==> src/rtl/bdasc_pkg.sv <==
`timescale 1ns / 1ps
// Shared types, codes and constants for the box downscale to ASCII ramp unit.
// No dependencies; every other file in rtl/ imports this package.
package bdasc_pkg;

   localparam int DEF_MAX_SRC_DIM   = 4096;
   localparam int DEF_MAX_OUT_WIDTH = 4096;

   localparam int CSR_W      = 13;   // width of each config register
   localparam int CSR_ADDR_W = 2;
   localparam int PIX_W      = 8;
   localparam int CHAR_W     = 8;
   localparam int KIND_W     = 2;
   localparam int QUEUE_DEPTH = 4;

   // config register indexes
   localparam logic [CSR_ADDR_W-1:0] CSR_SRC_WIDTH  = 2'd0;
   localparam logic [CSR_ADDR_W-1:0] CSR_SRC_HEIGHT = 2'd1;
   localparam logic [CSR_ADDR_W-1:0] CSR_OUT_WIDTH  = 2'd2;

   localparam logic [CHAR_W-1:0] CHAR_NEWLINE = 8'd10;

   // brightness ramp, darkest first
   localparam int RAMP_LEVELS = 16;
   localparam logic [CHAR_W-1:0] RAMP_TABLE [RAMP_LEVELS] = '{
      8'h2E, 8'h2C, 8'h2D, 8'h7E, 8'h3A, 8'h3B, 8'h3F, 8'h2A,
      8'h2B, 8'h53, 8'h58, 8'h73, 8'h78, 8'h25, 8'h23, 8'h40
   };

   typedef enum logic [KIND_W-1:0] {
      KIND_PIXEL = 2'd0,
      KIND_FRAME = 2'd1,
      KIND_ERROR = 2'd2
   } kind_type;

   typedef enum logic [3:0] {
      ST_IDLE,
      ST_ERR,
      ST_GEO_START,
      ST_GEO_OH,
      ST_GEO_COL,
      ST_GEO_ROW,
      ST_CLEAR,
      ST_PIX_RD,
      ST_PIX_ADD,
      ST_CELL_DIV,
      ST_EMIT_CHAR,
      ST_EMIT_NL,
      ST_ADV
   } state_type;

   typedef struct packed {
      logic              scale_error;
      logic              frame_done;
      logic              last;
      logic [CHAR_W-1:0] char_code;
   } result_type;

   // avg in 0..255 -> ramp character; floor(avg*15/255) = floor(avg/17),
   // done as avg*241 >> 12, exact over 0..255
   function automatic logic [CHAR_W-1:0] ramp_char(input logic [PIX_W-1:0] avg);
      logic [15:0] scaled;
      scaled = 16'(avg) * 16'd241;
      return RAMP_TABLE[scaled[15:12]];
   endfunction

endpackage

==> src/rtl/bdasc_front.sv <==
`timescale 1ns / 1ps
// Front end: accepts pixels, clamps the geometry registers and classifies
// each transfer as pixel, frame start or scale error. Uses bdasc_pkg.
module bdasc_front import bdasc_pkg::*; #(
   parameter int MAX_SRC_DIM   = DEF_MAX_SRC_DIM,
   parameter int MAX_OUT_WIDTH = DEF_MAX_OUT_WIDTH,
   parameter int DIM_W = $clog2(MAX_SRC_DIM + 1),
   parameter int NW_W  = $clog2(MAX_OUT_WIDTH + 1),
   parameter int ENT_W = PIX_W + KIND_W + 2 * DIM_W + NW_W
) (
   input  logic [CSR_W-1:0] src_width,
   input  logic [CSR_W-1:0] src_height,
   input  logic [CSR_W-1:0] out_width,
   input  logic             req_tvalid,
   output logic             req_tready,
   input  logic [PIX_W-1:0] req_tdata,
   input  logic             req_tuser,
   input  logic             q_full,
   output logic             push_valid,
   output logic [ENT_W-1:0] push_data
);

   localparam int XW = CSR_W + DIM_W + NW_W;

   logic [XW-1:0]    w_x, h_x, ow_x, nw_x;
   logic             err;
   kind_type         kind;

   function automatic logic [XW-1:0] clamp_dim(input logic [CSR_W-1:0] v);
      logic [XW-1:0] r;
      r = XW'(v);
      if (r == '0) r = XW'(1);
      if (r > XW'(MAX_SRC_DIM)) r = XW'(MAX_SRC_DIM);
      return r;
   endfunction

   always_comb begin
      w_x  = clamp_dim(src_width);
      h_x  = clamp_dim(src_height);
      ow_x = (XW'(out_width) > XW'(MAX_OUT_WIDTH)) ? XW'(MAX_OUT_WIDTH) : XW'(out_width);
      err  = ow_x > w_x;
      nw_x = (ow_x == '0) ? w_x : ow_x;
      if (nw_x > XW'(MAX_OUT_WIDTH)) nw_x = XW'(MAX_OUT_WIDTH);
      priority if (err) begin
         kind = KIND_ERROR;
      end else if (req_tuser) begin
         kind = KIND_FRAME;
      end else begin
         kind = KIND_PIXEL;
      end
   end

   assign req_tready = !q_full;
   assign push_valid = req_tvalid && !q_full;
   assign push_data  = {nw_x[NW_W-1:0], h_x[DIM_W-1:0], w_x[DIM_W-1:0], kind, req_tdata};

endmodule

==> config.mk <==
export PLATFORM = sky130hd
export DESIGN_NAME = bdasc_front
export DESIGN_NICKNAME = d
export VERILOG_FILES = /design/src/rtl/bdasc_pkg.sv /design/src/rtl/bdasc_front.sv
export SDC_FILE = /design/constraint.sdc
export NUM_CORES = 1
export LEC_CHECK = 0
export BUFFER_PORTS_ARGS = -buffer_cell sky130_fd_sc_hd__buf_4
export CORE_MARGIN = 1
export CORE_UTILIZATION = 31
export DETAILED_ROUTE_END_ITERATION = 6
export GPL_ROUTABILITY_DRIVEN = 0
export PLACE_DENSITY = 0.81
export SLEW_MARGIN = 30
export SYNTH_ARGS = -nofsm -noshare
export SYNTH_HDL_FRONTEND = slang
export SYNTH_SLANG_ARGS = --single-unit
==> constraint.sdc <==
create_clock -name vclk -period 1.79
set_clock_uncertainty 0.1 [all_clocks]
set_input_delay 0.179 -clock vclk [all_inputs]
set_output_delay 0.179 -clock vclk [all_outputs]
set_load 0.01 [all_outputs]
Word level (Yosys, flattened, before mapping)
Index checks and enable logic that the tools add are counted.
{"block": "word_totals", "ff_bits": 0, "inputBits": 50, "out_inout_bits": 51}
{"block": "op_classes", "magnitude_cmp": 5, "n_mux": 9, "n_reduce_logical": 5}
{"operator": "$gt 39x13->1 const B", "n": 3}
{"operator": "$mux 39", "n": 2}
{"operator": "$mux 13", "n": 5}
{"operator": "$gt 13x39->1", "n": 1}
{"operator": "$logic_not 39->1", "n": 1}
{"operator": "$logic_not 13->1", "n": 2}
{"operator": "$gt 13x13->1 const B", "n": 1}
{"operator": "$mux 2", "n": 1}
{"operator": "$logic_and 1x1->1", "n": 1}
{"operator": "$logic_not 1->1", "n": 1}
{"operator": "$mux 1", "n": 1}

Depth between registers and ports, before layout
Gate-level depths: netlist of the first run.
{"block": "depth", "word_depth": 7, "mapped_depth": 9, "ltp_nobuf": 9}

Least setup slack after synthesis of the first run
OpenSTA, ideal clock, no wires.
{"block": "synth_path", "kind": "input port to output port", "start": "input src_width[12]", "end": "output push_data[8]", "arrival_ps": 1614, "t_required_ps": 1511, "path_slack_ps": -103, "path_stages": 9, "n_path_buf": 1, "cell_sequence": "inv_1 -> buf_2 -> nand2_1 -> ha_1 -> nor2b_1 -> o21a_1 -> o21ai_1 -> a211o_1 -> a41o_1"}
{"block": "synth_between", "elab_chain_len": 6}
{"item": "start: declaration", "line_no": "bdasc_front.sv:11", "source": "input logic [CSR_W-1:0] src_width,"}
{"item": "$logic_not 13->1", "line_no": "bdasc_front.sv:32", "source": "if (r == '0) r = XW'(1);"}
{"item": "$mux 13 *", "line_no": "bdasc_front.sv:32"}
{"item": "$gt 39x13->1", "line_no": "bdasc_front.sv:33", "source": "if (r > XW'(MAX_SRC_DIM)) r = XW'(MAX_SRC_DIM);"}
{"item": "$mux 39 *", "line_no": "bdasc_front.sv:33"}
{"item": "$gt 13x39->1 *", "line_no": "bdasc_front.sv:41", "source": "err = ow_x > w_x;"}
{"item": "$mux 2 *", "line_no": "bdasc_front.sv:44", "source": "priority if (err) begin"}
{"item": "end: declaration", "line_no": "bdasc_front.sv:20", "source": "output logic [ENT_W-1:0] push_data"}
Mark *: on every way between the ends. The rest lies on a longest branch, timed or not.

Worst setup path in the final report of the first run
{"block": "layout_path", "start": "input src_width[7]", "end": "output push_data[8]"}
The elaborated chain is that of the path after synthesis.

==> impl_results.md, run 1 <==
* Ys Warns at 0
* Seq_cells at 0
* Setup tns final at -0.526 ns
* Die Width at 53.0 um
* Hold Crit Start: req_tdata[4]
* Crit path launch type: input port
* Number of antenna violations at the first check in global routing at 0
* Tot GR Track Use at 20.6%
* Pre-antenna DRT Iters at 4
* Relative slew slack at 76.6%
* Post-DP Area at 1620 um^2
* Netlist cell types at 27
* Post-Synth Simple-Gate Area at 39.0%
* DRT Wirelength at 3.15 mm
* CP endpoint kind: output pin
* RSZ-0062 raised after global routing: true
* Syn Nets at 188
* Largest net degree at the start of global routing at 16
* Vias in the first global route at 1,134
* FP Rows at 18
* Violated checks: setup timing
* Cell accounting for the most synthesized area: ha_1
* Synth top area cells: ha_1 (20%), nor2b_1 (19%), o21bai_1 (11%)
* Die ar. at 2810 um^2
* Port Buffers at 85
* VDD IR max at 0.152 mV
* Post-Synth XOR/XNOR Area at 0%
* Layout area overhead at 116%
* Post-Syn Instances at 125
* DP HPWL at 2.55 mm
* CP Class: in2out
* Synth top cells by count: nor2b_1 (24), inv_1 (14), ha_1 (13)
* Total grt overflow at 0
* Post-DRT Antenna Nets at 0
* Clock Buffer Count at 0
* Worst-Margin Slew at 0.350 ns
* Share of the synthesized area in the top cell type at 20.2%
* Met2 Use GR at 40.7%
* Fin. max-slew vios at 0
* Max_cap viols at 0
* CP Data Required Time at 1.51 ns
* Synth Cell Area at 806 um^2
* Initial core utilization at 32.5%
* Final setup fails at 2
* Maximum clock rate at 485 MHz
* Wire per inst at 12.2 um
* Post-synthesis sequential area ratio at 0%
* Crit path launch: src_width[7]
* Hold path depth at 0
* Core area at 2480 um^2
* Post-synthesis adder-cell area fraction at 20.2%
* Crit path max-delay cell type: nor4_4
* HP Class: in2out
* Hold Crit Endpoint: push_data[4]
* Run status: complete, but fails checks
* Syn_area_per_cell at 6.45 um^2
* Post-layout util at 70.3%
* First-pass GRT wire length at 4.47 mm
* Compound-Gate Fraction of Synth Area at 23.8%
* Met3 Use GR at 3.74%
* Final worst slack at -0.273 ns
* Pwr dens at 240 nW/um^2
* Register area at 0 um^2
* GR peak layer: met2
* CP Cell Sequence: buf_8, nor4_4, a31oi_2, nor2_2, ha_2, nor2b_1, o21a_1, o21ai_1, a211o_1, a41o_1, buf_6
* Hold WS at 0.258 ns
* Mux cell area share after synthesis at 0%
* Antenna diode count at 0
* IO Count at 101
* Vias per cell at 5.07
* GR Util met1 at 23.2%
* Critical Path Max Stage Delay at 0.28 ns
* Period utilisation layout at 115%
* Via count at 1,309
* Main combinational cell family by area after synthesis: simple AND/OR/NAND/NOR gates
* P_leak at 0.939 nW
* Die Height at 53.0 um
* Fin area at 1740 um^2
* Post-layout min period at 2.06 ns
* Crit-path max FO at 2
* Detailed Route Iter0 Violations at 19
* Final net count at 293
* Fin. Hold Viols at 0
* Post-route DRC at 0
* Most frequent cell after synthesis: nor2b_1
* Ratio of cells with drive above 1 in the final layout at 57.0%
* Crit path DAT at 1.78 ns
repair_timing:
item / 4_1_cts / 5_1_grt
hold endpoints to repair: 0 / 0
gates resized for setup: 17 / 6
setup endpoints to repair: 2 / 3
pin swaps: 6 / 0
hold buffers: 0 / 0
setup buffers: 1 / 1
routing by layer:
metal  share of wire [%]  vias to the layer above  wire, um
met5                   0                        -         0
met4                 1.3                        0        42
met3                  10                        4       323
met2                  49                       77      1540
met1                  39                      589      1240
li1                    -                      639         -
placed cells by master, fill, tap and decap left out, types with 3 or more instances in the layout:
master / instances
ha_1: 12
buf_4: 111
nand2_1: 9
nor2_1: 3
inv_1: 13
nor2b_1: 24
o21ai_0: 3
o21bai_1: 12
buf_6: 5
worst max-delay path by stage:
stage,endpoint,slack [ns],cells after the start
CTS,push_data[8],-0.22,11
detailed placement,push_data[9],-0.31,11
global route,push_data[8],-0.37,11
global placement,push_data[9],-0.28,11
floorplan,push_data[9],-0.04,9
finish,push_data[8],-0.27,11
worst max-delay path: cells and delay by family:
family | cells | cell delay [ns]
AOI/OAI and AO/OA | 5 | 0.76
adders and majority gates | 1 | 0.18
buffers and inverters | 2 | 0.20
and+or+nand+nor | 3 | 0.46
area by class of cell:
class	count	area (um^2)
timing repair buffer	117	905
inverter	14	55.1
fill	185	737
multi-input combinational	97	743
tap	30	37.5
power by group:
group | internal (W) | total [W] | switching, W
clock | 0 | 0 | 0
combinational | 0.000240 | 0.000417 | 0.000177
sequential | 0 | 0 | 0
kinds of logic (layout without fill, tap and decap cells):
kind of cell,after synthesis,after routing
simple gates,57,57
fa+ha+maj,13,13
buf+inv,28,131
compound gates,27,27
stage by stage:
stage	total power, W	std cells	worst slack (ns)
2_1_floorplan	0.000172	125	-0.0434
3_3_place_gp	0.000380	256	-0.282
3_5_place_dp	0.000385	256	-0.314
4_1_cts	0.000404	257	-0.222
5_1_grt	0.000456	258	-0.374
6_report	0.000417	258	-0.273
(Power assumes the default switching activity.)
==> inputs of run 2 (changes only) <==
Settings changed: SKIP_LAST_GASP set to 1.
==> impl_results.md, run 2 (same netlist as run 1, synthesis figures left out) <==
* CP Data Required Time at 1.51 ns (about the same)
* HP Class: in2out
* Register area at 0 um^2 (unchanged)
* Critical Path Max Stage Delay at 0.28 ns (about the same)
* Crit path DAT at 1.79 ns (about the same)
* DRT Wirelength at 3.10 mm (-1.6%)
* VDD IR max at 0.153 mV (+0.41%)
* Pre-antenna DRT Iters at 4 (unchanged)
* Hold WS at 0.258 ns (unchanged)
* Number of antenna violations at the first check in global routing at 0 (unchanged)
* Pwr dens at 239 nW/um^2 (-0.14%)
* Fin. Hold Viols at 0 (unchanged)
* Ratio of cells with drive above 1 in the final layout at 56.6% (-0.44 points)
* Layout area overhead at 115%
* Worst path bufs/invs at 2 (unchanged)
* Total grt overflow at 0 (unchanged)
* Vias per cell at 5.02 (-0.99%)
* Post-layout min period at 2.07 ns (+0.00900 ns)
* Post-DRT Antenna Nets at 0 (unchanged)
* First-pass GRT wire length at 4.40 mm (-1.5%)
* Relative slew slack at 76.9% (+0.25 points)
* Die ar. at 2810 um^2 (unchanged)
* CP Cell Sequence: buf_6, nor4_4, a31oi_2, nor2_2, ha_2, nor2b_1, o21a_1, o21ai_1, a211o_1, a41o_1, buf_6
* Tot GR Track Use at 20.3% (-0.36 points)
* Period utilisation layout at 116% (+0.50 points)
* Antenna diode count at 0 (unchanged)
* Top delay family on crit path: compound AO/OA/AOI/OAI gates
* Final setup fails at 2 (unchanged)
* Die Height at 53.0 um (unchanged)
* Fin. max-slew vios at 0 (unchanged)
* Crit-path max FO at 2 (unchanged)
* Place WS at -0.314 ns (unchanged)
* FP Rows at 18 (unchanged)
* Worst-Margin Slew at 0.346 ns (-0.00373 ns)
* Most common cell after layout, fill and taps aside: buf_4
* Vias in the first global route at 1,122 (-1.1%)
* Run status: complete, but fails checks
* RSZ-0062 raised after global routing: true
* Wire per inst at 12.0 um (-1.6%)
* Die Width at 53.0 um (unchanged)
* Maximum clock rate at 483 MHz (-0.43%)
* Setup tns final at -0.544 ns (-0.0181 ns)
* Post-route DRC at 0 (unchanged)
* CP endpoint kind: output pin
* Initial core utilization at 32.5% (unchanged)
* Violated checks: setup timing
* Top cell by count, worst path: buf_6
* IO Count at 101 (unchanged)
* Crit path max-delay cell type: nor4_4
* Detailed Route Iter0 Violations at 14 (-5)
* Crit path launch type: input port
* Seq_cells at 0 (unchanged)
* Port Buffers at 85 (unchanged)
* Via count at 1,296 (-0.99%)
* Clock Buffer Count at 0 (unchanged)
* Max_cap viols at 0 (unchanged)
* CP Class: in2out
* P_leak at 0.937 nW (-0.20%)
* Largest net degree at the start of global routing at 16 (unchanged)
* DP HPWL at 2.55 mm (unchanged)
* Core area at 2480 um^2 (unchanged)
* Final worst slack at -0.282 ns (-0.00900 ns)
* Final net count at 293 (unchanged)
* Most frequent cells in the layout: buf_4 (111), nor2b_1 (24), inv_1 (13)
-- run 2: timing repair --
item | 4_1_cts | 5_1_grt
gates cloned | 0 | 0
pin swaps | 4 | 0
gates resized for setup | 16 | 5
hold buffers | 0 | 0
setup endpoints to repair | 2 | 3
buffers inserted | 1 | 1
-- run 2: path summary, 6_finish.rpt --
| kind | startpoint | endpoint | slack, ns | cells after the start |
|---|---|---|---|---|
| max | src_width[7] | push_data[8] | -0.28 | 11 |
| min | req_tdata[4] | push_data[4] | 0.26 | 0 |
-- run 2: cell type report --
class / count / area [um^2]
well taps: 30 / 37.5
fillers: 186 / 743
multi-input cells: 97 / 741
inverters: 14 / 55.1
repair buffers: 117 / 901
-- run 2: layer usage --
metal,wire [um],track usage [%],vias to the layer above
li1,-,-,636
met1,1240,22.9,577
met2,1490,39.9,77
met3,331,3.74,6
met4,46,1.75,0
met5,0,0,-
-- run 2: metrics by stage --
| step | utilization, % | total power, W | cells | cell area (um^2) |
|---|---|---|---|---|
| finish | 70.0 | 0.000415 | 258 | 1730 |
| global route | 70.0 | 0.000454 | 258 | 1730 |
| CTS | 68.5 | 0.000404 | 257 | 1700 |
| detailed placement | 65.6 | 0.000385 | 256 | 1620 |
| global placement | 65.6 | 0.000380 | 256 | 1620 |
| floorplan | - | 0.000172 | 125 | 815 |
-- run 2: power by group --
group,switching [W],internal [W]
Sequential,0,0
Combinational,0.000176,0.000239
Clock,0,0
==> inputs of run 3 (changes only) <==
Settings changed: PLACE_DENSITY 0.81 to 0.88, SETUP_SLACK_MARGIN set to 0.5.
==> impl_results.md, run 3 (same netlist as run 1, synthesis figures left out) <==
* Clock Buffer Count at 0 (unchanged)
* Number of antenna violations at the first check in global routing at 0 (unchanged)
* Hold path depth at 0 (unchanged)
* Max_cap viols at 0 (unchanged)
* Clock power frac at 0% (unchanged)
* Place WS at -0.334 ns (-0.0197 ns)
* Net Sw Frac at 45.3% (+3.0 points)
* Post-DRT Antenna Nets at 0 (unchanged)
* Die Width at 53.0 um (unchanged)
* Fin area at 1780 um^2 (+2.6%)
* Comb power frac at 100.0% (about the same)
* Ratio of cells with drive above 1 in the final layout at 57.8% (+1.3 points)
* Core area at 2480 um^2 (unchanged)
* IO Count at 101 (unchanged)
* Fill cells at 171 (-8.1%)
* Area occupied by multi-input gates at 797 um^2 (+7.6%)
* Violated checks: setup timing
* Seq_cells at 0 (unchanged)
* Post-layout min period at 2.19 ns (+0.118 ns)
* Crit-path max FO at 12 (+10)
* Initial core utilization at 32.5% (unchanged)
* Maximum clock rate at 457 MHz (-5.4%)
* CP Class: in2out
* Post-DP Area at 1580 um^2 (-2.9%)
* Crit path launch type: input port
* Pre-antenna DRT Iters at 4 (unchanged)
* Wire per inst at 16.3 um (+36%)
* Detailed Route Iter0 Violations at 13 (-1)
* Fin. Hold Viols at 0 (unchanged)
* CP Cell Sequence: buf_4, inv_4, nand2_1, ha_1, nor2b_1, o21a_1, o21ai_1, a211o_1, a41o_1, buf_4
* Largest net degree at the start of global routing at 16 (unchanged)
* Pwr dens at 249 nW/um^2 (+4.2%)
* Top cell by count, worst path: buf_4
* FP Rows at 18 (unchanged)
* Final worst slack at -0.400 ns (-0.118 ns)
* Critical Path Max Stage Delay at 0.33 ns (+0.05 ns)
* Via count at 1,339 (+3.3%)
* Internal power at 0.000243 W (+1.4%)
* Run status: complete, but fails checks
* DP HPWL at 2.67 mm (+4.8%)
* RSZ-0062 raised after global routing: true
* CP Data Required Time at 1.51 ns (about the same)
* Post-route DRC at 0 (unchanged)
* Hold Crit Endpoint: push_data[4]
* CTS Hold Buffers Added at 0 (unchanged)
* Crit path max-delay cell type: ha_1
* HP Class: in2out
* Worst-Margin Slew at 0.410 ns (+0.0637 ns)
* Fin. max-slew vios at 0 (unchanged)
* Layout area overhead at 121%
* Tot GR Track Use at 21.7% (+1.4 points)
* Die ar. at 2810 um^2 (unchanged)
* VDD IR max at 0.169 mV (+11%)
* Port Buffers at 85 (unchanged)
* Total grt overflow at 0 (unchanged)
* Final setup fails at 2 (unchanged)
* Part of the power in registers at 0% (unchanged)
* Final net count at 288 (-1.7%)
* Antenna diode count at 0 (unchanged)
* First-pass GRT wire length at 4.65 mm (+5.6%)
* P_sw at 0.000201 W (+14%)
* DRT Wirelength at 4.13 mm (+33%)
* CP endpoint kind: output pin
* Vias per cell at 5.29 (+5.4%)
* Period utilisation layout at 122% (+6.6 points)
* Most frequent cells in the layout: buf_4 (99), nor2b_1 (24), inv_1 (13), buf_6 (13), ha_1 (12)
* Relative slew slack at 72.0% (-4.9 points)
* Most common cell after layout, fill and taps aside: buf_4
* Vias in the first global route at 1,174 (+4.6%)
* Die Height at 53.0 um (unchanged)
* Register area at 0 um^2 (unchanged)
* P_leak at 0.935 nW (-0.23%)
* Hold Crit Start: req_tdata[4]
* Crit path DAT at 1.91 ns (+0.12 ns)
run 3: cell count changes in the layout (fill, tap and decap cells not counted), sizes merged:
| cell | delta |
|---|---|
| buf | -5 |
run 3: critical path, delay by kind of cell:
| family | cells | cell delay [ns] |
|---|---|---|
| AOI/OAI and AO/OA | 4 | 0.73 |
| adders and majority gates | 1 | 0.33 |
| buffers and inverters | 3 | 0.40 |
| and+or+nand+nor | 2 | 0.28 |
run 3: area by class of cell:
| cell class | instances | share of cell area, % |
|---|---|---|
| Multi-Input combinational cell | 97 | 44.8 |
| Inverter | 14 | 3.09 |
| Tap cell | 30 | 2.11 |
| Timing Repair Buffer | 112 | 50.0 |
run 3: what timing repair did:
item                                    CTS  global route
pin swaps                                 6             5
endpoints found under the setup margin   16            17
endpoints found under the hold margin     0             0
setup buffers                             3             1
gates resized for setup                  19            13
run 3: routing by layer:
metal	share of wire [%]	track usage, %
met1	37	21.0
met4	3.9	5.70
met2	53	46.2
met5	0	0
met3	6.4	2.59
run 3: power groups by stage:
stage	Clock [W]	Sequential [W]	Combinational (W)
final	0	0	0.000444
after global routing	0	0	0.000472
after CTS	0	0	0.000403
after detailed placement	0	0	0.000378
after global placement	0	0	0.000369
after floorplan	0	0	0.000174
run 3: through the flow:
step | total power (W) | TNS (ns) | std cells | utilization (%) | hold slack [ns]
6_report | 0.000444 | -0.775 | 253 | 71.8 | 0.258
3_5_place_dp | 0.000378 | -0.614 | 249 | 63.7 | 0.258
4_1_cts | 0.000403 | -0.478 | 252 | 68.2 | 0.258
3_3_place_gp | 0.000369 | -0.520 | 249 | 63.7 | 0.258
5_1_grt | 0.000472 | -0.978 | 253 | 71.8 | 0.258
2_1_floorplan | 0.000174 | -0.0433 | 125 | - | 0.294
run 3: how the worst max path moves through the flow:
stage / from / end / slack (ns) / depth (start not counted)
2_1_floorplan: src_width[8] / push_data[8] / -0.04 / 9
3_3_place_gp: src_width[8] / push_data[8] / -0.28 / 11
3_5_place_dp: src_width[12] / push_data[8] / -0.33 / 10
4_1_cts: src_width[8] / push_data[8] / -0.26 / 11
5_1_grt: src_width[7] / push_data[8] / -0.51 / 11
6_report: src_width[12] / push_data[8] / -0.40 / 10
