<file path="src/rtl/bdasc_pkg.sv">
`timescale 1ns / 1ps
// Shared types, codes and constants for the box downscale to ASCII ramp unit.
// No dependencies; every other file in rtl/ imports this package.
package bdasc_pkg;

   localparam int DEF_MAX_SRC_DIM   = 4096;
   localparam int DEF_MAX_OUT_WIDTH = 4096;

   localparam int CSR_W      = 13;   // width of each config register
   localparam int CSR_ADDR_W = 2;
   localparam int PIX_W      = 8;
   localparam int CHAR_W     = 8;
   localparam int KIND_W     = 2;
   localparam int QUEUE_DEPTH = 4;

   // config register indexes
   localparam logic [CSR_ADDR_W-1:0] CSR_SRC_WIDTH  = 2'd0;
   localparam logic [CSR_ADDR_W-1:0] CSR_SRC_HEIGHT = 2'd1;
   localparam logic [CSR_ADDR_W-1:0] CSR_OUT_WIDTH  = 2'd2;

   localparam logic [CHAR_W-1:0] CHAR_NEWLINE = 8'd10;

   // brightness ramp, darkest first
   localparam int RAMP_LEVELS = 16;
   localparam logic [CHAR_W-1:0] RAMP_TABLE [RAMP_LEVELS] = '{
      8'h2E, 8'h2C, 8'h2D, 8'h7E, 8'h3A, 8'h3B, 8'h3F, 8'h2A,
      8'h2B, 8'h53, 8'h58, 8'h73, 8'h78, 8'h25, 8'h23, 8'h40
   };

   typedef enum logic [KIND_W-1:0] {
      KIND_PIXEL = 2'd0,
      KIND_FRAME = 2'd1,
      KIND_ERROR = 2'd2
   } kind_type;

   typedef enum logic [3:0] {
      ST_IDLE,
      ST_ERR,
      ST_GEO_START,
      ST_GEO_OH,
      ST_GEO_COL,
      ST_GEO_ROW,
      ST_CLEAR,
      ST_PIX_RD,
      ST_PIX_ADD,
      ST_CELL_DIV,
      ST_EMIT_CHAR,
      ST_EMIT_NL,
      ST_ADV
   } state_type;

   typedef struct packed {
      logic              scale_error;
      logic              frame_done;
      logic              last;
      logic [CHAR_W-1:0] char_code;
   } result_type;

   // avg in 0..255 -> ramp character; floor(avg*15/255) = floor(avg/17),
   // done as avg*241 >> 12, exact over 0..255
   function automatic logic [CHAR_W-1:0] ramp_char(input logic [PIX_W-1:0] avg);
      logic [15:0] scaled;
      scaled = 16'(avg) * 16'd241;
      return RAMP_TABLE[scaled[15:12]];
   endfunction

endpackage

</file>
<file path="src/rtl/bdasc_queue.sv">
`timescale 1ns / 1ps
// Small FIFO between front and back end.
// Uses bdasc_pkg for the depth.
module bdasc_queue import bdasc_pkg::*; #(
   parameter int ENT_W = 64
) (
   input  logic             clock,
   input  logic             reset,
   input  logic             push_valid,
   input  logic [ENT_W-1:0] push_data,
   output logic             q_full,
   input  logic             pop,
   output logic             pop_valid,
   output logic [ENT_W-1:0] pop_data
);

   localparam int PTR_W = $clog2(QUEUE_DEPTH);
   localparam int CNT_W = $clog2(QUEUE_DEPTH + 1);

   logic [ENT_W-1:0] entry_ff [QUEUE_DEPTH];
   logic [PTR_W-1:0] wr_ptr_ff, wr_ptr_in, rd_ptr_ff, rd_ptr_in;
   logic [CNT_W-1:0] count_ff, count_in;
   logic             do_push, do_pop;

   assign q_full    = count_ff == CNT_W'(QUEUE_DEPTH);
   assign pop_valid = count_ff != '0;
   assign pop_data  = entry_ff[rd_ptr_ff];
   assign do_push   = push_valid && !q_full;
   assign do_pop    = pop && pop_valid;

   always_comb begin
      wr_ptr_in = do_push ? PTR_W'(wr_ptr_ff + 1'b1) : wr_ptr_ff;
      rd_ptr_in = do_pop  ? PTR_W'(rd_ptr_ff + 1'b1) : rd_ptr_ff;
      count_in  = count_ff;
      if (do_push && !do_pop) count_in = CNT_W'(count_ff + 1'b1);
      if (do_pop && !do_push) count_in = CNT_W'(count_ff - 1'b1);
   end

   always_ff @(posedge clock) begin
      if (reset) begin
         wr_ptr_ff <= '0;
         rd_ptr_ff <= '0;
         count_ff  <= '0;
      end else begin
         wr_ptr_ff <= wr_ptr_in;
         rd_ptr_ff <= rd_ptr_in;
         count_ff  <= count_in;
      end
   end

   always_ff @(posedge clock) begin
      if (do_push) entry_ff[wr_ptr_ff] <= push_data;
   end

endmodule

</file>
<file path="config.mk">
export PLATFORM = sky130hd
export DESIGN_NAME = bdasc_queue
export DESIGN_NICKNAME = d
export VERILOG_FILES = /design/src/rtl/bdasc_pkg.sv /design/src/rtl/bdasc_queue.sv
export SDC_FILE = /design/constraint.sdc
export NUM_CORES = 1
export LEC_CHECK = 0
export ABC_CLOCK_PERIOD_IN_PS = 5520
export BUFFER_PORTS_ARGS = -buffer_cell sky130_fd_sc_hd__buf_2
export CAP_MARGIN = 20
export CORE_ASPECT_RATIO = 2
export CORE_MARGIN = 1.5
export CORE_UTILIZATION = 60
export DETAILED_ROUTE_END_ITERATION = 6
export PLACE_DENSITY_LB_ADDON = 0.05
export REMOVE_ABC_BUFFERS = 1
export SLEW_MARGIN = 20
export SYNTH_ARGS = -nofsm -noshare
export SYNTH_HDL_FRONTEND = slang
export SYNTH_SLANG_ARGS = --single-unit
</file>
<file path="constraint.sdc">
create_clock -name clock -period 5.52 [get_ports clock]
set_input_delay 0.828 -clock clock [delete_from_list [all_inputs] [get_ports clock]]
set_output_delay 0.828 -clock clock [all_outputs]
set_load 0.005 [all_outputs]
</file>
# Yosys cells after proc, flatten, opt, wreduce, memory -nomap -nowiden
# Memory sizes are Yosys's and may differ from the RTL's. A register that Yosys moved wholly into a read port is not among the register bits.
# Cells that the tools add are included.
[classes]
addsub = 4
multipliers = 0
n_div = 0
n_lt_le_gt_ge = 0
eq_ne = 1
shifts = 0
muxes = 6
n_bitwise = 0
reduce_logical = 9
[ops]
columns = ["operator", "n"]
rows = [
  ["two-way mux 3 bit", 2],
  ["adder 2 x 1 -> 2 bit, second input constant", 2],
  ["logical AND 1 bit", 4],
  ["two-way mux 2 bit", 2],
  ["adder 3 x 1 -> 3 bit, second input constant", 1],
  ["equality test 3 bit, second input constant", 1],
  ["logical NOT 1 bit", 3],
  ["nonzero test 3 bit", 1],
  ["subtractor 3 x 1 -> 3 bit, second input constant", 1],
  ["two-way mux 1 bit", 2],
  ["nonzero test 2 bit", 1],
]
[totals]
regBits = 7
latchBits = 0
mem_bits_rw = 256
mem_bits_ro = 0
input_bits = 68
output_inout_bits = 66
wordCells = 24
memories = 1
[mem_list]
columns = ["name", "depth", "width", "rd", "rd_ports_with_merged_regs", "write_ports", "line_no", "rtl"]
rows = [
  ["entry_ff", 4, 64, 1, 1, 1, "bdasc_queue.sv:20", "logic [ENT_W-1:0] entry_ff [QUEUE_DEPTH];"],
]

# Longest topological paths before layout
# Gate-level depths: netlist of run 1.
[depth]
depth_word = 6
depth_mapped = 9
depth_no_buf = 9

# Worst setup path before layout of run 1
# OpenSTA, ideal clock, no wires.
[synth_timing]
path_type = "input port to flip-flop"
startpoint = "in push_valid"
endpoint = "mem entry_ff[0][0] (enable)"
setup_ns = 0.429
arrival_ns = 2.662
required_ns = 5.091
slack_ns = 2.430
stages = 3
n_path_buf = 0
path_cell_list = "inv_1 -> nor2_1 -> and2_1"
[synth_between]
elab_chain_cells = 3
[synth_lines]
columns = ["element", "line_no", "rtl"]
rows = [
  ["from (decl)", "bdasc_queue.sv:9", "input logic push_valid,"],
  ["logical AND 1 bit", "bdasc_queue.sv:28", "assign do_push = push_valid && !q_full;"],
  ["two-way mux 1 bit", "bdasc_queue.sv:52", "if (do_push) entry_ff[wr_ptr_ff] <= push_data;"],
  ["two-way mux 1 bit (implied by the code)", "bdasc_queue.sv:52", ""],
  ["to (decl)", "bdasc_queue.sv:20", ""],
]
# No other way between the ends.

==> results.tsv, run 1 <==
metric	value	unit
status	complete, no violations	
fin_crit_sh	64.2	%
cts_tree	built	
grt_pass1_vias	4793	
synth_cell_type_count	24	
antenna_found_initial	3	
final_common_cell	edfxtp_1	
syn_inst	386	
numClockSinks	265	
die_y	184	microns
wl_per_cell	22.6	microns
hold_path.class	reg2reg	
via_count	4310	
core	15900	sq um
wirelength	16.9	mm
cts_hold_buf	0	
die_area	17100	sq um
cts_buffers	22	
first_pass_iters	4	
fin_nets	603	
worst_slew_pin_slew	1000	ps
r2r_cells	9	
rsz0062_at_grt	false	
tns	0	ps
max_freq	0.282	GHz
grt_pass1_wl	26.1	mm
crit_arrival	2720	ps
ir_drop	0.000437	V
cts.clk_slew.worst_paths	70	ps
layout_common_cells	256 x edfxtp_1, 133 x buf_2, 60 x mux4_2	
slew_headroom	33.2	%
drive_above_1_share	43.5	%
htreeDepth	1	
maxSlewViolCount	0	
finalHoldViolCount	0	
ys_ff_latch	265	
viasPerCell	5.75	
holdPathStages	2	
max-clock-path-buffers	3	
setup_viol_count_final	0	
crit_type	reg2out	
rows	65	
drt-initial-drc-count	222	
io_buffers	133	
leakagePower	3.80	nW
syn_area	9790	sq um
start_util	61.7	%
cts_setup_buffers	0	
cts_resized	0	
avgSynthCellArea	25.4	sq um
clock_latency	500	ps
yosys_warnings	0	
die_x	93.3	microns
cp.required	4690	ps
cts_root_buf	clkbuf_16	
fin_skew	11.5	ps
gp_congestion	0.679	
grt_start_max_net_pins	65	
worstSetupEndpointType	output port	
overflow	0	
cellPowerDensity	450	nW/um^2
period_needed	3540	ps
grtUsageTotal	20.7	%
areaGrowthSynthToFinish	15.7	%
io-pin-count	134	
yosysSeqAreaShare	80.4	%
dp_hpwl	9.90	mm
startpoint_type	register	
ant_nets	0	
cp_max_fo	45	
max-cap-violations	0	
total_power	5.10	mW
drc	0	
-- kinds of logic (layout without fill, tap and decap cells) --
logic type      after synthesis  after routing  share of synthesized area (%)
simple gates                 17             17                          0.972
buf+inv                      22            181                           2.01
other cells                   0              3                              0
compound gates                7              7                          0.435
xor+xnor                      4              4                          0.358
mux                          65             65                           15.0
fa+ha+maj                     6              6                          0.844
flops                       265            265                           80.4
-- state kept, by name (all words and copies together), names as in the netlist, named ones only --
| signal | count |
|---|---|
| entry_ff | 256 |
| count_ff | 3 |
| rd_ptr_ff | 2 |
| wr_ptr_ff | 2 |
-- metal layers --
metal / GRT usage (%) / share of wire, % / vias to the layer above
met5: 0 / 0 / -
met4: 7.52 / 3.1 / 0
met3: 3.47 / 4.7 / 35
met2: 37.2 / 55 / 114
met1: 24.7 / 37 / 2235
li1: - / - / 1926
-- cell type report --
cell class | count | area [sq um]
clock inverters | 14 | 171
well taps | 201 | 251
multi-input cells | 99 | 1730
diodes | 3 | 7.51
fillers | 977 | 4540
flip-flops and latches | 265 | 7880
repair buffers | 134 | 673
clock buffers | 26 | 587
inverters | 7 | 26.3
-- path summary, 6_finish.rpt --
path,start,slack [ps],endpoint
max,register,1980,pop_data[17]
min,wr_ptr_ff[1],520,wr_ptr_ff[1]
max reg2reg,count_ff[2],3280,count_ff[2]
min reg2reg,wr_ptr_ff[1],520,wr_ptr_ff[1]
-- synth_stat cells, drive strengths merged --
| cell type | n | share of area [%] |
|---|---|---|
| a21oi | 3 | 0.15 |
| and2 | 4 | 0.26 |
| buf | 14 | 1.7 |
| clkbuf | 1 | 0.051 |
| dfxtp | 9 | 1.8 |
| edfxtp | 256 | 79 |
| fa | 1 | 0.20 |
| ha | 5 | 0.64 |
| inv | 7 | 0.27 |
| mux2i | 1 | 0.10 |
| mux4 | 64 | 15 |
| nand2b | 2 | 0.13 |
| nor2 | 7 | 0.27 |
| nor3b | 1 | 0.13 |
| o21ai | 2 | 0.10 |
| o311ai | 1 | 0.090 |
| o31a | 1 | 0.090 |
| or3 | 3 | 0.19 |
| xnor2 | 1 | 0.090 |
| xor2 | 3 | 0.27 |
-- report_power, final --
| group | internal [mW] | switching (mW) | total, mW |
|---|---|---|---|
| Combinational | 0.539 | 0.384 | 0.923 |
| Sequential | 2.41 | 0.171 | 2.58 |
| Clock | 0.914 | 0.682 | 1.60 |
-- per-stage QoR --
stage | cell area [sq um] | setup WS, ps | instances | utilization [%] | hold WS [ps]
after floorplan | 9620 | 1300 | 371 | - | 476
after global placement | 10600 | 2410 | 706 | 66.6 | 492
after detailed placement | 10600 | 2400 | 706 | 66.6 | 518
after CTS | 11300 | 1860 | 746 | 71.4 | 517
after global routing | 11300 | 1730 | 749 | 71.4 | 518
final | 11300 | 1980 | 749 | 71.4 | 522
-- critical path, stage by stage, from the launching register on --
cell     delay (ps)
dfxtp_4         960
buf_4           520
mux4_2          560
buf_2           150
(Power assumes the default switching activity.)
==> run 2, diff against run 1 <==
--- a/config.mk
+++ b/config.mk
@@ -5,12 +5,12 @@
 export SDC_FILE = /design/constraint.sdc
 export NUM_CORES = 1
 export LEC_CHECK = 0
-export ABC_CLOCK_PERIOD_IN_PS = 5520
+export ABC_CLOCK_PERIOD_IN_PS = 3300
 export BUFFER_PORTS_ARGS = -buffer_cell sky130_fd_sc_hd__buf_2
 export CAP_MARGIN = 20
 export CORE_ASPECT_RATIO = 2
 export CORE_MARGIN = 1.5
-export CORE_UTILIZATION = 60
+export CORE_UTILIZATION = 57
 export DETAILED_ROUTE_END_ITERATION = 6
 export PLACE_DENSITY_LB_ADDON = 0.05
 export REMOVE_ABC_BUFFERS = 1
==> constraint.sdc (replaced) <==
create_clock -name clock -period 3.3 [get_ports clock]
set_input_delay 0.495 -clock clock [delete_from_list [all_inputs] [get_ports clock]]
set_output_delay 0.495 -clock clock [all_outputs]
set_load 0.005 [all_outputs]
==> results.tsv, run 2 (synthesized netlist as in run 1, its figures left out) <==
metric	value	unit	change
maxSlewViolCount	0		unchanged
drc	0		unchanged
multi_input_area	1730	sq um	unchanged
worst_slew_pin_slew	626	ps	-376 ps
crit_type	reg2out		
final_common_cell	edfxtp_1		
cp.required	2800	ps	-1890 ps
io-pin-count	134		unchanged
die_y	188	microns	+2.6%
grt_start_max_net_pins	42		-35%
rows	67		+3.1%
top_register	entry_ff		
largest_register_ffs	256		unchanged
max-clock-path-buffers	3		unchanged
hp-start	push_data[25]		
cts_resized	0		unchanged
cts_setup_buffers	0		unchanged
tns	0	ps	unchanged
max-cap-violations	0		unchanged
slew_headroom	58.3	%	+25 points
gp_congestion	0.714		+5.1%
via_count	4368		+1.3%
fin_nets	610		+1.2%
cts_buffers	22		unchanged
drt-initial-drc-count	279		+26%
ir_drop	0.000526	V	+20%
dp_hpwl	10.5	mm	+6.5%
crit_slowest_cell	dfxtp_4		
htreeDepth	1		unchanged
die_area	18000	sq um	+5.1%
cpPeakStageDelay	670	ps	-290 ps
leakagePower	3.86	nW	+1.3%
startpoint_type	register		
die_x	95.7	microns	+2.5%
first_pass_iters	6		+2
io_buffers	133		unchanged
viasPerCell	5.74		-0.25%
status	complete, no violations		
seqCellArea	7880	sq um	unchanged
antenna_found_initial	2		-1
cp_max_fo	31		-31%
total_power	8.62	mW	+69%
overflow	0		unchanged
wl_per_cell	22.2	microns	-1.7%
period_needed	2730	ps	
cts.clk_slew.worst_paths	70	ps	about the same
drive_above_1_share	43.3	%	-0.19 points
rsz0062_at_grt	false		
start_util	58.4	%	-3.3 points
cts_tree	built		
ant_nets	0		unchanged
core	16800	sq um	+5.7%
clock_latency	500	ps	about the same
finalHoldViolCount	0		unchanged
cts_root_buf	clkbuf_16		
grt_pass1_vias	4689		-2.2%
max_freq	0.367	GHz	
fin_skew	5.41	ps	-6.13 ps
fin_crit_sh	82.6	%	
path_cells	buf_12 -> mux4_2 -> buf_2		
nFillCells	1106		+13%
cts_hold_buf	0		unchanged
setup_viol_count_final	0		unchanged
cellPowerDensity	753	nW/um^2	+67%
wirelength	16.9	mm	about the same
areaGrowthSynthToFinish	17.0	%	
hold_path.class	in2reg		
crit_arrival	2230	ps	-490 ps
rr_startpoint	count_ff[2]		
grtUsageTotal	19.6	%	-1.1 points
layout_common_cells	256 x edfxtp_1, 133 x buf_2, 60 x mux4_2		
worstSetupEndpointType	output port		
grt_pass1_wl	26.1	mm	+0.16%
largestRegisters	entry_ff x256, count_ff x3		
numClockSinks	265		unchanged
## run 2: changes by cell type in the layout (fill, tap and decap cells not counted)
cell       previous run  this run
bufinv_16             3         4
clkinv_1              1         8
inv_8                 0         1
clkinv_8              1         0
clkinv_2              4         0
clkinv_4              3         1
buf_4                 1         3
diode_2               3         2
clkbuf_1              3         1
buf_12                0         5
## run 2: worst paths after layout
| kind | cells past startpoint | slack, ps | endpoint |
|---|---|---|---|
| worst max register to register | 9 | 1010 | count_ff[2] |
| worst max-delay path | 3 | 570 | pop_data[23] |
| worst min register to register | 2 | 520 | wr_ptr_ff[1] |
| worst min-delay path | 1 | 210 | entry_ff[3][25] |
## run 2: final cells by class
type                    instances  area share, %
flip-flops and latches        265           68.8
multi-input cells              99           15.1
repair buffers                141           6.88
clock buffers                  24           5.06
well taps                     207           2.26
clock inverters                16           1.62
inverters                       7          0.229
diodes                          2         0.0437
## run 2: worst max-delay path: cells and delay by family (launching register included)
| family | cells | cell delay, ps |
|---|---|---|
| multiplexers | 1 | 550 |
| flip-flops | 1 | 670 |
| buffers and inverters | 2 | 480 |
## run 2: routing by layer
metal	global-route usage, %	share of wire (%)
met5	0	0
met4	5.15	1.7
met3	4.04	5.2
met2	34.0	55
met1	24.7	38
## run 2: where the power goes
group / total (mW) / internal [mW] / leakage, nW / switching [mW]
Clock: 2.71 / 1.59 / 0.364 / 1.12
Sequential: 4.21 / 4.02 / 2.42 / 0.190
Combinational: 1.71 / 0.949 / 1.07 / 0.758
## run 2: metrics by stage
stage,worst slack (ps),cell area (sq um),hold WS (ps),instances,utilization [%]
4_1_cts,486,11400,196,759,68.3
3_3_place_gp,1040,10700,497,719,63.7
6_report,575,11400,212,761,68.3
2_1_floorplan,-585,9620,476,371,-
5_1_grt,415,11400,191,760,68.3
3_5_place_dp,984,10700,521,719,63.7
==> run 3, diff against run 2 <==
--- a/config.mk
+++ b/config.mk
@@ -5,12 +5,12 @@
 export SDC_FILE = /design/constraint.sdc
 export NUM_CORES = 1
 export LEC_CHECK = 0
-export ABC_CLOCK_PERIOD_IN_PS = 3300
+export ABC_CLOCK_PERIOD_IN_PS = 2500
 export BUFFER_PORTS_ARGS = -buffer_cell sky130_fd_sc_hd__buf_2
 export CAP_MARGIN = 20
 export CORE_ASPECT_RATIO = 2
 export CORE_MARGIN = 1.5
-export CORE_UTILIZATION = 57
+export CORE_UTILIZATION = 51
 export DETAILED_ROUTE_END_ITERATION = 6
 export PLACE_DENSITY_LB_ADDON = 0.05
 export REMOVE_ABC_BUFFERS = 1
==> constraint.sdc (replaced) <==
create_clock -name clock -period 2.5 [get_ports clock]
set_input_delay 0.375 -clock clock [delete_from_list [all_inputs] [get_ports clock]]
set_output_delay 0.375 -clock clock [all_outputs]
set_load 0.005 [all_outputs]
==> results.tsv, run 3 (synthesized netlist as in run 1, its figures left out) <==
metric	value	unit	change
die_area	20100	sq um	+11%
core	18800	sq um	+12%
startpoint_type	register		
ir_drop	0.000660	V	+26%
max-cap-violations	0		unchanged
finalHoldViolCount	0		unchanged
via_count	4395		+0.62%
antenna_cells	0		-2
r2r_cells	9		unchanged
dp_hpwl	11.0	mm	+4.1%
fin_crit_sh	91.5	%	
period_needed	2290	ps	
grt_start_max_net_pins	41		-2.4%
hp-start	push_data[27]		
grtUsageTotal	18.0	%	-1.6 points
cellPowerDensity	971	nW/um^2	+29%
cts_tree	built		
leakagePower	3.88	nW	+0.62%
clock_latency	510	ps	about the same
numClockSinks	265		unchanged
max-clock-path-buffers	3		unchanged
fin_skew	16.0	ps	+10.6 ps
cp.required	2120	ps	-680 ps
overflow	0		unchanged
io-pin-count	134		unchanged
htreeDepth	1		unchanged
grt_pass1_vias	4743		+1.2%
largest_register_ffs	256		unchanged
final_common_cell	edfxtp_1		
crit_slowest_cell	mux4_1		
total_power	11.2	mW	+30%
io_buffers	133		unchanged
cp_max_fo	28		-9.7%
whs_endpoint	entry_ff[0][27]		
multi_input_area	1730	sq um	unchanged
crit_arrival	1910	ps	-320 ps
worstSetupEndpointType	output port		
drive_above_1_share	43.6	%	+0.35 points
antenna_found_initial	1		-1
largestRegisters	entry_ff x256, count_ff x3		
seqCellArea	7880	sq um	unchanged
die_y	199	microns	+5.6%
grt_pass1_wl	26.6	mm	+1.9%
rsz0062_at_grt	false		
drt-initial-drc-count	176		-37%
start_util	52.0	%	-6.4 points
fin_nets	616		+0.98%
wirelength	17.6	mm	+3.9%
cts.clk_slew.worst_paths	70	ps	about the same
setup_viol_count_final	0		unchanged
max_freq	0.437	GHz	
crit_type	reg2out		
wl_per_cell	21.6	microns	-2.9%
viasPerCell	5.40		-5.9%
rows	71		+6.0%
nFillCells	1406		+27%
cts_root_buf	clkbuf_16		
top_register	entry_ff		
ant_nets	0		unchanged
holdPathStages	1		unchanged
drc	0		unchanged
hold_path.class	in2reg		
r2r-end	count_ff[2]		
cts_buffers	23		+4.5%
die_x	101	microns	+5.5%
gp_congestion	0.699		-2.1%
slew_headroom	71.4	%	+13 points
rr_startpoint	count_ff[2]		
status	complete, no violations		
worst_slew_pin_slew	428	ps	-199 ps
cpPeakStageDelay	610	ps	-60 ps
areaGrowthSynthToFinish	18.1	%	
hold_slack	75.4	ps	-136 ps
layout_common_cells	256 x edfxtp_1, 133 x buf_2, 60 x mux4_2		
rrSetupSlack	280	ps	-730 ps
first_pass_iters	6		unchanged
maxSlewViolCount	0		unchanged
path_cells	buf_16 -> mux4_1 -> buf_2		
==> run 3: metal layers <==
metal	vias to the layer above	global-route usage (%)	wire length [microns]
li1	1951	-	-
met1	2282	21.6	6640
met2	131	32.6	9690
met3	29	3.41	875
met4	2	5.61	361
met5	-	0	13
==> run 3: report_power, final <==
part	internal, mW	leakage, nW	total (mW)	switching [mW]
Clock	1.85	0.340	3.32	1.47
Combinational	1.33	1.11	2.46	1.13
Sequential	5.31	2.42	5.45	0.147
==> run 3: how the worst max path moves through the flow <==
stage / endpoint / cells after the start / from / slack, ps
after floorplan: pop_data[48] / 1 / register / -1270
after global placement: count_ff[2] / 9 / count_ff[2] / 450
after detailed placement: count_ff[2] / 9 / count_ff[2] / 320
after CTS: pop_data[57] / 3 / register / 170
after global routing: pop_data[57] / 3 / register / 130
final: pop_data[57] / 3 / register / 210
==> run 3: what timing repair did <==
action / in CTS / in global routing
hold buffers: 0 / 0
setup buffers: 1 / 0
gates resized for setup: 1 / 0
endpoints found under the setup margin: 2 / 0
==> run 3: critical path, delay by kind of cell, from the launching register on <==
family / cells / cell delay (ps)
buffers and inverters: 2 / 390
DFF: 1 / 400
muxes: 1 / 610
==> run 3: layout make-up <==
cell class	count	share of cell area [%]
clock buffer	32	5.36
clock inverter	10	0.703
inverter	7	0.227
multi-input combinational	99	15.0
sequential	265	68.1
tap	255	2.76
timing repair buffer	146	7.86
==> run 3: metrics by stage <==
| step | TNS [ps] | cells | instance area [sq um] | utilization [%] | setup slack, ps |
|---|---|---|---|---|---|
| 2_1_floorplan | -130870 | 371 | 9620 | - | -1270 |
| 3_3_place_gp | 0 | 771 | 10800 | 57.6 | 446 |
| 3_5_place_dp | 0 | 771 | 10800 | 57.6 | 318 |
| 4_1_cts | 0 | 814 | 11600 | 61.4 | 169 |
| 5_1_grt | 0 | 814 | 11600 | 61.4 | 129 |
| 6_report | 0 | 814 | 11600 | 61.4 | 212 |
